### src/alp_ram.sv
// generic single write, single read ram with registered read data
`default_nettype none

module alp_ram #(
  parameter int WIDTH = 16,
  parameter int DEPTH = 256
) (
  input  wire logic                     clk_i,
  input  wire logic                     we_i,
  input  wire logic [$clog2(DEPTH)-1:0] waddr_i,
  input  wire logic [WIDTH-1:0]         wdata_i,
  input  wire logic                     re_i,
  input  wire logic [$clog2(DEPTH)-1:0] raddr_i,
  output logic      [WIDTH-1:0]         rdata_o
);

  logic [WIDTH-1:0] mem_q [DEPTH];

  always_ff @(posedge clk_i) begin
    if (we_i) begin
      mem_q[waddr_i] <= wdata_i;
    end
    if (re_i) begin
      rdata_o <= mem_q[raddr_i];
    end
  end

endmodule

`default_nettype wire

### config.mk
export PLATFORM = sky130hd
export DESIGN_NAME = alp_ram
export DESIGN_NICKNAME = d
export VERILOG_FILES = /design/src/alp_ram.sv
export SDC_FILE = /design/constraint.sdc
export NUM_CORES = 2
export LEC_CHECK = 0
export CORE_ASPECT_RATIO = 1.5
export CORE_UTILIZATION = 35
export CTS_CLUSTER_SIZE = 10
export DETAILED_ROUTE_END_ITERATION = 12
export DONT_BUFFER_PORTS = 1
export PLACE_DENSITY_LB_ADDON = 0.12
export SLEW_MARGIN = 10
export SYNTH_ARGS = -nofsm -noshare
export SYNTH_HDL_FRONTEND = slang
export SYNTH_SLANG_ARGS = --single-unit
### constraint.sdc
create_clock -name clk_i -period 4.4 [get_ports clk_i]
set_input_delay 0.88 -clock clk_i [delete_from_list [all_inputs] [get_ports clk_i]]
set_output_delay 0.88 -clock clk_i [all_outputs]
set_load 0.01 [all_outputs]
==> flow_metrics.py <==
metrics = {
    "yosys": {
        "ys_top_cells_by_count": "4,112 x edfxtp_1, 797 x mux4_2, 565 x mux2i_1",
        "most_instantiated_flip_flop_cell_in_the_synthesis_netlist": "edfxtp_1",
        "synth_seq_cells": 4112,
        "postSynthCellCount": 7360,
        "syn_area_per_cell_um2": 21.6,
        "area_share_of_the_largest_cell_type_after_synthesis_pct": 77.7,
        "synth_largest_area_cell": "edfxtp_1",
        "synthesis.yosys.warnings": 0,
        "yosys.cell_types.count": 51,
        "seq_area_frac_synth_pct": 77.7,
        "number_of_synthesized_flops_with_an_enable_pin": 4112,
        "mappedNetlistArea_um2": 159000,
        "asyncSetResetFlopFracSynth_pct": 0,
        "mappedNetlistNets": 7395,
        "synth_most_common_cell": "edfxtp_1",
        "synth_top_cells_by_area": "edfxtp_1 78%, mux4_2 11%, mux2i_1 3.6%",
    },
    "global_routing": {
        "grt_first_pass_wirelength_mm": 670,
        "pin_count_of_the_biggest_net_entering_global_routing": 738,
        "antenna_found_initial": 17,
        "grt_util_all_layers_pct": 20.9,
        "via_count_of_the_first_global_routing_pass": 81200,
        "grt_overflow": 0,
    },
    "final_layout": {
        "finish.cell_count_without_fillers": 14100,
        "design.final.nets": 8141,
        "flow.area_growth_from_synthesis_pct": 15.3,
        "layout-drive-gt1-share_pct": 28.1,
        "multi_input_comb_area_um2": 33300,
        "utilization_pct": 40.6,
        "final_design_area_no_fill_um2": 183000,
        "num-fill-cells": 39600,
        "register_area_um2": 123000,
    },
    "timing": {
        "hold-worst-slack_ps": 84.9,
        "fin_tns_setup_ps": 0,
        "maxClockFrequency_ghz": 0.231,
        "timing_worst_slew_pin_value_ps": 1910,
        "setup_viol": 0,
        "finalCriticalPeriod_ps": 4330,
        "report.final.slew_viol_count": 336,
        "largest_clock_skew_in_the_final_design_ps": 42.7,
        "layout_worst_path_cycle_share_pct": 98.3,
        "maxSlewHeadroom_pct": -27.6,
        "rsz_0062_raised_after_global_routing": "no",
        "timing_hold_violations_final": 0,
        "final.setup.worst_slack_ps": 74.0,
    },
    "detailed_routing": {
        "detail_route.iter0.violations": 7515,
        "routed_wire_length_per_instance_um": 34.4,
        "drc_errors": 0,
        "first_pass_iters": 6,
        "vias_per_cell": 5.54,
        "detailroute.via_count": 78100,
        "route.antenna.remaining_nets": 0,
        "postRouteWirelength_mm": 485,
    },
    "clock_network": {
        "clock_latency_ps": 1020,
        "htreeDepth": 5,
        "post_cts.repair.setup_buffers": 0,
        "clk_transition_reported_paths_ps": 60,
        "numCtsBuffers": 453,
        "cts.root.buffer_cell": "clkbuf_16",
        "clock-sinks": 4112,
        "cts_tree": "done",
        "cts_max_path_buffers": 4,
    },
    "setup_path": {
        "crit_required_ps": 5150,
        "critical_path_launch_point": "raddr_i[0]",
        "worstPathMaxFanout": 62,
        "cp-start-kind": "input port",
        "critical_path_arrival_ps": 5080,
        "endpoint_kind": "flop",
        "timing.setup.critical_path_class": "in -> reg",
        "reg2reg_from": "mem_q[2][3]",
    },
    "floorplan": {
        "die_area_um2": 457000,
        "initial_core_util_pct": 35.2,
        "die_h_um": 827,
        "floorplan.io_pins": 51,
        "die_width_um": 552,
        "std_cell_rows": 302,
        "core_area_um2": 452000,
    },
    "worst_hold_path": {
        "startpoint_of_the_lowest_slack_hold_path": "wdata_i[7]",
        "hold_path_class": "in -> reg",
    },
    "place": {
        "dp_hpwl_mm": 273,
        "dpl_worst_slack_ps": -3020,
        "place_inst": 13500,
        "globalplace.congestion": 0.843,
        "port_buffers": 0,
        "placed_inst_area_um2": 170000,
    },
    "run_status": {
        "run_status": "finished with violations",
        "failed_checks": "max-slew violations",
    },
    "pwr": {
        "power_density_nw_per_um2": 437,
        "worst_ir_drop_vdd_v": 0.000328,
        "power.total_mw": 80.1,
        "total_leakage_power_nw": 57.8,
    },
    "job": {
        "max_cap_violations": 0,
    },
}
[final cells by class]
type / instances / share of cell area [%]
Sequential cell: 4112 / 67.4
Multi-Input combinational cell: 2792 / 18.2
Timing Repair Buffer: 743 / 3.79
Antenna cell: 12 / 0.0164
Clock buffer: 486 / 6.29
Inverter: 4 / 0.0150
Clock inverter: 28 / 0.230
Tap cell: 5928 / 4.05
[placed cells by master (no fill, tap or decap), types with 7 or more instances in the layout]
cell       count
diode_2       12
a21oi_1      164
buf_12        51
and3_1        11
a22oi_1       39
clkbuf_1      30
a211oi_1      18
nand3_1       26
a221oi_1      28
nand2_1       37
a21oi_2       10
nor4_1        17
o22ai_1      148
nor2_1       167
nand4_1       26
buf_16        18
mux2i_1      565
mux2_2        88
nor3_2        10
buf_4        652
o21ai_0       28
edfxtp_1    4112
nor2b_1        8
nor3_1        82
mux4_2       797
a22o_1        32
nor2_2       137
o32ai_1       20
clkbuf_16    460
inv_16        12
bufbuf_16     11
nand3_2        9
o221ai_1     252
o31ai_1       14
inv_6          7
o21ai_1       10
[where the power goes]
part           internal [mW]  leakage [nW]  switching [mW]  total [mW]
clock                   18.4          5.86            14.7        33.1
sequential              43.3          37.0          0.0679        43.3
combinational           1.55          14.9            2.11        3.65
[worst paths after layout]
path                   to  slack, ps  cells past startpoint
max           rdata_o[10]         70                     10
min          mem_q[62][7]         80                      0
max reg2reg    rdata_o[3]       1480                      7
min reg2reg    rdata_o[1]       1240                      6
[kinds of logic after synthesis]
logic type | after synthesis | synth area share [%]
compound gates | 786 | 3.53
mux | 1450 | 15.5
buf+inv | 456 | 1.69
flops | 4112 | 77.7
simple gates | 556 | 1.57
[timing repair]
action | 4_1_cts | 5_1_grt
hold buffers | 8 | 2
setup endpoints to repair | 16 | 16
endpoints found under the hold margin | 192 | 37
resized for setup | 13 | 3
gates cloned | 11 | 4
pin swaps | 1 | 0
[per-layer routing]
metal	wire, um	vias to the layer above	GRT usage [%]	share of wire, %
li1	-	32600	-	-
met1	190000	42700	25.7	39
met2	248000	2215	36.7	51
met3	22500	674	2.65	4.6
met4	25200	0	9.56	5.2
met5	0	-	0	0
[worst max-delay path, cell delays in order]
cell	delay, ps
buf_16	350
buf_16	470
buf_16	340
buf_16	390
mux2i_1	150
o221ai_1	320
o22ai_1	140
nor3_1	1040
nor3_1	290
nor4_1	420
[flip-flops by register name, summed over array words and instances (netlist names)]
signal / count
mem_q: 4096
rdata_o: 16
Power figures use the tool's default switching activity.
