### src/alp_pkg.sv
// shared constants, types and state codes of the loop player
`default_nettype none

package alp_pkg;

  // sample store geometry (depth is a power of two)
  localparam int MEM_DEPTH = 65536;
  localparam int MEM_AW    = $clog2(MEM_DEPTH);

  // field widths
  localparam int SAMPLE_W   = 16;
  localparam int POS_W      = 16;
  localparam int GAIN_W     = 16;
  localparam int SG_W       = 32;
  localparam int CC_W       = 2;
  localparam int OP_W       = 2;
  localparam int CFG_IDX_W  = 3;
  localparam int CFG_DATA_W = 16;
  localparam int IN_DATA_W  = 3 * SAMPLE_W;
  localparam int OUT_DATA_W = 2 * SAMPLE_W;

  // fade ramp (length is a power of two)
  localparam int RAMP_LENGTH = 256;
  localparam int RAMP_W      = $clog2(RAMP_LENGTH + 1);
  localparam int RAMP_SHIFT  = $clog2(RAMP_LENGTH);

  // scaled sample before fade, q1.15 times q2.30 rounded back to q.15
  localparam int LV_W     = SAMPLE_W + 2;
  localparam int SCALE_SH = SG_W - 2;

  // gain smoothing divider, radix 16 long division by a constant
  localparam int DIV_RADIX_W = 4;
  localparam int DIVIDEND_W  = 36;
  localparam int DIV_STEPS   = DIVIDEND_W / DIV_RADIX_W;
  localparam int DIV_CNT_W   = $clog2(DIV_STEPS + 1);
  localparam int GAIN_DEN    = 1000;
  localparam int GAIN_HALF   = 500;
  localparam int DIV_REM_W   = $clog2(GAIN_DEN);
  localparam int DIV_T_W     = DIV_REM_W + DIV_RADIX_W;
  localparam int GAIN_BIAS_SH = 23;
  localparam logic [DIVIDEND_W-1:0] QUO_BIAS    = DIVIDEND_W'(1) << GAIN_BIAS_SH;
  localparam logic [DIVIDEND_W-1:0] GAIN_OFFSET = DIVIDEND_W'(GAIN_DEN) << GAIN_BIAS_SH;

  // request kinds on the input stream
  typedef enum logic [OP_W-1:0] {
    OP_LOAD = 2'd0,
    OP_TICK = 2'd1,
    OP_SEEK = 2'd2
  } op_e;

  // configuration register indexes
  localparam logic [CFG_IDX_W-1:0] CFG_LOOP_START  = 3'd0;
  localparam logic [CFG_IDX_W-1:0] CFG_LOOP_END    = 3'd1;
  localparam logic [CFG_IDX_W-1:0] CFG_TARGET_GAIN = 3'd2;
  localparam logic [CFG_IDX_W-1:0] CFG_CHAN_COUNT  = 3'd3;
  localparam logic [CFG_IDX_W-1:0] CFG_REVERSE     = 3'd4;
  localparam logic [CFG_IDX_W-1:0] CFG_PLAY_ENABLE = 3'd5;

  typedef struct packed {
    logic                  start;
    logic [DIVIDEND_W-1:0] dividend;
  } div_req_t;

  typedef struct packed {
    logic                  done;
    logic [DIVIDEND_W-1:0] quotient;
  } div_rsp_t;

  typedef enum logic [2:0] {
    ST_IDLE,
    ST_RD_RIGHT,
    ST_CAP_RIGHT,
    ST_GAIN_WAIT,
    ST_MUL_LEFT,
    ST_MUL_RIGHT,
    ST_FADE_RIGHT,
    ST_EMIT
  } state_e;

endpackage

`default_nettype wire

### src/alp_gain_div.sv
// radix 16 long division of the gain smoothing sum by a constant
`default_nettype none

module alp_gain_div
  import alp_pkg::*;
(
  input  wire logic clk_i,
  input  wire logic rst_ni,
  input  wire div_req_t req_i,
  output div_rsp_t    rsp_o
);

  logic [DIVIDEND_W-1:0]  dvd_q, quo_q;
  logic [DIV_REM_W-1:0]   rem_q;
  logic [DIV_CNT_W-1:0]   cnt_q;
  logic                   done_q;
  logic [DIV_T_W-1:0]     trial;
  logic [DIV_RADIX_W-1:0] digit;
  logic [DIV_T_W-1:0]     sub;

  // pick the largest multiple of the divisor that fits
  always_comb begin
    trial = {rem_q, dvd_q[DIVIDEND_W-1 -: DIV_RADIX_W]};
    digit = '0;
    sub   = '0;
    for (int k = 1; k < (1 << DIV_RADIX_W); k++) begin
      if (trial >= DIV_T_W'(k * GAIN_DEN)) begin
        digit = DIV_RADIX_W'(k);
        sub   = DIV_T_W'(k * GAIN_DEN);
      end
    end
  end

  always_ff @(posedge clk_i or negedge rst_ni) begin
    if (!rst_ni) begin
      cnt_q  <= '0;
      done_q <= 1'b0;
    end else if (req_i.start) begin
      cnt_q  <= DIV_CNT_W'(DIV_STEPS);
      done_q <= 1'b0;
    end else if (cnt_q != '0) begin
      cnt_q  <= cnt_q - 1'b1;
      done_q <= (cnt_q == DIV_CNT_W'(1));
    end
  end

  always_ff @(posedge clk_i) begin
    if (req_i.start) begin
      dvd_q <= req_i.dividend;
      rem_q <= '0;
      quo_q <= '0;
    end else if (cnt_q != '0) begin
      dvd_q <= dvd_q << DIV_RADIX_W;
      rem_q <= DIV_REM_W'(trial - sub);
      quo_q <= {quo_q[DIVIDEND_W-DIV_RADIX_W-1:0], digit};
    end
  end

  assign rsp_o.done     = done_q;
  assign rsp_o.quotient = quo_q;

endmodule

`default_nettype wire

### config.mk
export PLATFORM = sky130hd
export DESIGN_NAME = alp_gain_div
export DESIGN_NICKNAME = d
export VERILOG_FILES = /design/src/alp_pkg.sv /design/src/alp_gain_div.sv
export SDC_FILE = /design/constraint.sdc
export NUM_CORES = 1
export LEC_CHECK = 0
export ABC_AREA = 1
export BUFFER_PORTS_ARGS = -buffer_cell sky130_fd_sc_hd__buf_2
export CAP_MARGIN = 20
export CORE_MARGIN = 1
export CORE_UTILIZATION = 57
export DETAILED_ROUTE_END_ITERATION = 16
export GPL_ROUTABILITY_DRIVEN = 0
export PLACE_DENSITY = 0.81
export SYNTH_ARGS = -nofsm -noshare
export SYNTH_HDL_FRONTEND = slang
export SYNTH_SLANG_ARGS = --single-unit
### constraint.sdc
create_clock -name clk_i -period 4.7 [get_ports clk_i]
set_clock_uncertainty 0.05 [all_clocks]
set_input_delay 0.705 -clock clk_i [delete_from_list [all_inputs] [get_ports clk_i]]
set_output_delay 0.705 -clock clk_i [all_outputs]
set_load 0.01 [all_outputs]
==> results of run 1 <==
worst min-delay path by stage:
stage	from	to	slack, ns	cells past startpoint
3_5_place_dp	dvd_q[33]	rem_q[1]	0.40	2
4_1_cts	rst_ni	cnt_q[0]	0.08	1
3_3_place_gp	dvd_q[33]	rem_q[1]	0.40	2
5_1_grt	rst_ni	cnt_q[0]	0.08	1
6_report	rst_ni	cnt_q[0]	0.1	1
2_1_floorplan	rst_ni	cnt_q[0]	0.36	0
flip-flops by register name, summed over array words and instances, names as in the netlist:
signal	flops
quo_q	36
cnt_q	4
done_q	1
rem_q	10
dvd_q	36
through the flow:
step                      util (%)  total power (W)
after global routing          68.9          0.00268
after floorplan                  -          0.00172
after global placement        66.2          0.00193
final                         68.9          0.00251
after detailed placement      66.2          0.00198
after CTS                     68.9          0.00250
final cells by class:
cell class	count	area (µm²)
Timing Repair Buffer	79	405
Clock inverter	6	51.3
Sequential cell	87	2130
Multi-Input combinational cell	371	1740
Fill cell	592	2150
Inverter	47	176
Tap cell	96	120
Clock buffer	10	138
layer usage:
metal | track usage [%] | vias up | wire [µm] | part of all wire [%]
met5 | 0 | - | 0 | 0
met4 | 11.3 | 0 | 295 | 3.0
met3 | 8.15 | 41 | 752 | 7.8
met2 | 44.2 | 171 | 4640 | 48
met1 | 33.2 | 1684 | 4010 | 41
li1 | - | 1837 | - | -
cell families (layout without fill, tap and decap cells):
logic type | Yosys count | in the layout | share of synthesized area [%]
adder cells (fa/ha/maj) | 9 | 9 | 2.91
XOR/XNOR | 5 | 5 | 1.06
buffers and inverters | 67 | 142 | 6.42
AO/OA/AOI/OAI | 82 | 82 | 11.2
AND/OR/NAND/NOR | 275 | 275 | 26.9
flip-flops | 87 | 87 | 51.5
worst reg2reg max path: cells and delay by family, from the launching register on:
| family | cells | cell delay (ns) |
|---|---|---|
| adders and majority gates | 2 | 0.62 |
| and+or+nand+nor | 7 | 0.88 |
| AOI/OAI and AO/OA | 6 | 0.83 |
| DFF | 1 | 0.49 |
| buffers and inverters | 5 | 0.41 |
| xor gates and xnor gates | 1 | 0.14 |
power groups by stage:
stage,sequential (W),clock [W],combinational [W]
after floorplan,0.00103,0,0.000686
after global placement,0.00103,0,0.000902
after detailed placement,0.00103,0,0.000946
after CTS,0.00102,0.000518,0.000964
after global routing,0.00103,0.000543,0.00111
final,0.00102,0.000505,0.000991
cell usage in the layout, fill, tap and decap left out, types with 3 or more instances in the layout:
cell and n:
nand2_1 159, nor2_1 88, buf_2 75, o21ai_0 46, dfxtp_1 46, inv_1 39
edfxtp_1 36, a21oi_1 14, clkbuf_8 10, ha_1 8, nand3_1 7, inv_2 6
o22ai_1 6, a31oi_1 5, nor3_1 5, dfrtp_1 5, nand2_2 4, buf_4 4
nor2_2 3, xor2_1 3
==> metrics.txt, run 1 <==
clk_lat worst skew=0.35 ns; largest net degree at the start of global routing=46; Post-CTS Hold Buffers=0; syn nets=573; CP startpoint=rem_q[3]; Post-layout nets=approximately 640; CP max-delay cell=dfxtp_1; post-route fraction of the period consumed by the critical path=between 70 and 80%; Reg power frac=40.5%; Fin Setup TNS=0 ns; R2R setup slack=roughly 1.2 ns; capturing point of the worst reg2reg path=rem_q[9]; FFs w/ async S/R, synth=5.75%; H-tree depth=3; reg2reg start=rem_q[3]; status=finished clean; Die Area=7600 µm²; pwr/cell area=around 530 nW/µm²; Peak VDD IR=between 0.0003 and 0.0004 V; Gate power share=roughly two fifths; share of cells above drive strength 1=between 10% and 20%; CP dominant cell by count=inv_1; switching pwr=0.00101 W; Final Worst Setup Slack=between 1 and 1.5 ns; unrepaired setup endpoints after global routing=false; PortBufs=between 70 and 80; first-pass GRT wire length=about 16 mm; Syn. warnings=0; total number of vias=~3700; fin cells=between 600 and 700; remaining antenna violation count=0; Yosys top cell area share=around a quarter; Final Critical Period=between 3 and 4 ns; top-count cell post-synth=nand2_1; antenna violations before repair=0; R2R depth=21; vias per cell=~5.4; Max Root-Sink Buffers=2; crit path capture=rem_q[9]; crit-path cells=inv_1 > nor3_1 > inv_1 > nor2_1 > nor2_1 > inv_1 > nand2_1 > o21ai_0 > a31o_2 > inv_1 > nor2_2 > a21oi_1 > ha_1 > fa_1 > o21ai_0 > nand2_1 > nand2_1 > a21oi_1 > xor2_1 > o21ai_0 > inv_1; CORE AREA=6910 µm²; fmax=~0.28 GHz; Rows=30; arrival time at the worst endpoint=roughly 3.7 ns; CP peak stage delay=just under 0.5 ns; Synth Register Bits=87; switching share of power=between 40% and 50%; worst hold path class=primary input to async pin; CTS Buf Count=9; WHS=about 0.098 ns; Post-Synthesis Cells=between 500 and 600; pre-CTS setup slack=between 1 and 1.5 ns; WL/cell=13.9 µm; clock share of power=between 20% and 30%; TritonRoute pass-1 iters=6; CTS tree=built; gr ovfl total=0; Setup crit start kind=register; HPWL after detailed placement=about 6.6 mm; Synth Flop Type=dfxtp_1; ranking of synthesized cells by area=edfxtp_1 26%, dfxtp_1 22%, nand2_1 14%, nor2_1 8.0%, o21ai_0 5.6%; DRT iter0 DRCs=between 300 and 400; Worst-Margin Slew=slightly below 0.8 ns; Final setup viols=0; Crit Path Max Fanout=7; Die W=just under 90 µm; largest area contributor in the netlist=edfxtp_1; leakage power=about 2.4 nW; vias in the first global route=~3500; Crit. End Element=register; # DRC=0; most frequent cells after synthesis=159 x nand2_1, 88 x nor2_1, 46 x dfxtp_1, 46 x o21ai_0, 40 x inv_1; post-synthesis sequential area ratio=roughly half; Unique masters post-synth=approximately 40; placed cells=680; Int Pwr=0.00150 W; Setup Fix Bufs, Post-CTS=0; Post-synth EDFFs=36; GRT Util Overall=26.9%; placed cell area=about 4600 µm²; design area=roughly 4800 µm²; synthesized area=about 4100 µm²; Area Growth Syn to Fin=15.1%; total of max-cap violations=0; CP delay by family, top=simple AND/OR/NAND/NOR gates; critical setup path kind=register to register; Critical Path RT=a little under 5 ns; effective utilization at floorplan=~60%; Final Slew Violations=0; CTS resizes=0; chip height=around 87 µm; Routed WL=about 9.7 mm; root buffer cell=clkbuf_8; Slew headroom=between 40% and 50%; Ports=76; Fin. Hold Viols=0; clock-pin slew on the worst setup and hold paths=about 0.09 ns; Bufs and invs on worst path=5; syn avg cell area=slightly below 8 µm²; n_diodes=0; CTS Sinks=87; Levels on crit path=21
Note: power is estimated with default switching activity, not from simulation.
==> inputs of run 2 (changes only) <==
--- a/config.mk
+++ b/config.mk
@@ -9,10 +9,10 @@
 export BUFFER_PORTS_ARGS = -buffer_cell sky130_fd_sc_hd__buf_2
 export CAP_MARGIN = 20
 export CORE_MARGIN = 1
-export CORE_UTILIZATION = 57
+export CORE_UTILIZATION = 55
 export DETAILED_ROUTE_END_ITERATION = 16
 export GPL_ROUTABILITY_DRIVEN = 0
-export PLACE_DENSITY = 0.81
+export PLACE_DENSITY = 0.79
 export SYNTH_ARGS = -nofsm -noshare
 export SYNTH_HDL_FRONTEND = slang
 export SYNTH_SLANG_ARGS = --single-unit
==> constraint.sdc (replaced) <==
create_clock -name clk_i -period 3.6 [get_ports clk_i]
set_clock_uncertainty 0.05 [all_clocks]
set_input_delay 0.54 -clock clk_i [delete_from_list [all_inputs] [get_ports clk_i]]
set_output_delay 0.54 -clock clk_i [all_outputs]
set_load 0.01 [all_outputs]
==> metrics.txt, run 2 (synthesis gave the netlist of run 1 again) <==
total number of vias=3625 (-2.9%); status=finished clean; Crit Path Max Fanout=7 (unchanged); Area Growth Syn to Fin=15.7%; vias in the first global route=3419 (-2.9%); storage element area=2130 µm² (about the same); Die W=88.7 µm (+1.8%); WL/cell=13.0 µm (-7.0%); Ports=76 (unchanged); CTS Buf Count=9 (unchanged); Peak VDD IR=0.000344 V (+12%); multi-input logic area=1740 µm² (unchanged); Worst-Margin Slew=0.633 ns (-0.157 ns); Post-layout nets=646 (+0.47%); Rows=31 (+3.3%); Crit. End Element=register; Layout Utilization=65.9% (-3.0 points); commonest non-fill, non-tap cell in the layout=nand2_1; Final Critical Period=3.26 ns (-0.271 ns); largest net degree at the start of global routing=45 (-2.2%); Die Area=7870 µm² (+3.6%); vias per cell=5.16 (-3.7%); R2R setup slack=0.34 ns (-0.83 ns); clk_lat worst skew=0.34 ns (about the same); CP peak stage delay=0.53 ns (+0.04 ns); Routed WL=9.10 mm (-6.2%); effective utilization at floorplan=57.0% (-2.9 points); fillers=626 (+5.7%); TritonRoute pass-1 iters=5 (-1); most frequent cells in the layout=159 x nand2_1, 88 x nor2_1, 75 x buf_2, 45 x o21ai_0, 45 x dfxtp_1; arrival time at the worst endpoint=3.45 ns (-0.29 ns); Slew headroom=57.3% (+9.9 points); CTS Sinks=87 (unchanged); Max Root-Sink Buffers=2 (unchanged); gr ovfl total=0 (unchanged); Final setup viols=0 (unchanged); H-tree depth=3 (unchanged); chip height=88.7 µm (+1.8%); fmax=0.307 GHz (+8.3%); worst hold path class=primary input to register; Setup crit start kind=register; root buffer cell=clkbuf_8; # DRC=0 (unchanged); Setup Fix Bufs, Post-CTS=0 (unchanged); DRT iter0 DRCs=265 (-14%); remaining antenna violation count=0 (unchanged); crit-path cells=nand2_4 > inv_2 > and3_1 > o41ai_1 > nand2_1 > nand2_1 > nand2_1 > nand2_1 > a21oi_1 > ha_1 > fa_1 > o21ai_1 > nand2_1 > nand2_1 > a21oi_1 > xor2_1 > o21ai_0 > inv_1; CORE AREA=7250 µm² (+5.0%); PortBufs=75 (unchanged); post-route fraction of the period consumed by the critical path=90.6% (+15 points); CP delay by family, top=compound AO/OA/AOI/OAI gates; antenna violations before repair=0 (unchanged); leakage power=2.37 nW (about the same); leading registers by flop count=dvd_q x36, quo_q x36, rem_q x10; first-pass GRT wire length=15.2 mm (-3.6%); CP max-delay cell=o41ai_1; n_diodes=0 (unchanged); WHS=0.399 ns (+0.301 ns); CP dominant cell by count=nand2_1; Fin. Hold Viols=0 (unchanged); Bufs and invs on worst path=2 (-3); CTS tree=built; total of max-cap violations=0 (unchanged); Critical Path RT=3.79 ns (-1.12 ns); HPWL after detailed placement=6.28 mm (-5.2%); pwr/cell area=674 nW/µm² (+28%); share of cells above drive strength 1=19.4% (-0.26 points); clock-pin slew on the worst setup and hold paths=0.08 ns (about the same); GRT Util Overall=25.3% (-1.7 points); Final Slew Violations=0 (unchanged); critical setup path kind=register to register
==> run 2: cell count changes in the layout (fill, tap and decap cells not counted), sizes merged <==
cell	previous run	this run
inv	49	45
dlygate4sd3	0	1
bufinv	0	1
clkbuf	10	12
clkinvlp	0	1
buf	79	81
==> run 2: final timing paths <==
| check | end | from | cells past startpoint |
|---|---|---|---|
| max | rem_q[9] | rem_q[4] | 18 |
| min | dvd_q[0] | req_i[0] | 3 |
| max reg2reg | rem_q[9] | rem_q[4] | 18 |
| min reg2reg | rem_q[0] | dvd_q[32] | 2 |
| max in group asynchronous | cnt_q[1] | rst_ni | 2 |
| min in group asynchronous | cnt_q[0] | rst_ni | 2 |
==> run 2: metrics by stage <==
step | instances | total power (W) | setup slack (ns) | area (µm²) | TNS [ns]
after floorplan | 525 | 0.00224 | 0.758 | 4130 | 0
after global placement | 685 | 0.00252 | 0.444 | 4590 | 0
after detailed placement | 685 | 0.00257 | 0.348 | 4590 | 0
after CTS | 702 | 0.00321 | 0.336 | 4780 | 0
after global routing | 702 | 0.00347 | -0.0434 | 4780 | -0.0434
final | 702 | 0.00322 | 0.338 | 4780 | 0
==> run 2: worst reg2reg max path: stages, from the launching register on <==
cell     delay [ns]
dfxtp_1        0.38
nand2_4        0.14
inv_2          0.07
and3_1         0.19
o41ai_1        0.53
nand2_1        0.13
nand2_1        0.08
nand2_1        0.05
nand2_1        0.10
a21oi_1        0.07
ha_1           0.21
fa_1           0.41
o21ai_1        0.20
nand2_1        0.09
nand2_1        0.07
a21oi_1        0.07
xor2_1         0.14
o21ai_0        0.15
inv_1          0.05
==> run 2: timing repair <==
action,in CTS,in global routing
gates resized for setup,0,2
endpoints found under the setup margin,0,2
hold endpoints to repair,5,0
hold buffers,1,0
==> run 2: routing by layer <==
layer / global-route usage [%] / wire length (µm)
met1: 32.2 / 4000
met2: 41.1 / 4250
met3: 5.41 / 638
met4: 12.0 / 214
met5: 0 / 0
==> run 2: area by class of cell <==
cell class | count | area share [%]
flip-flops and latches | 87 | 44.5
multi-input cells | 371 | 36.4
repair buffers | 82 | 9.00
inverters | 47 | 3.69
clock buffers | 12 | 2.83
well taps | 99 | 2.59
clock inverters | 4 | 0.968
==> run 2: where the power goes <==
group	internal [W]	switching, W	leakage [nW]	total, W
Sequential	0.00120	0.000126	0.836	0.00133
Combinational	0.000482	0.000769	1.45	0.00125
Clock	0.000319	0.000326	0.0880	0.000645
Total	0.00200	0.00122	2.37	0.00322
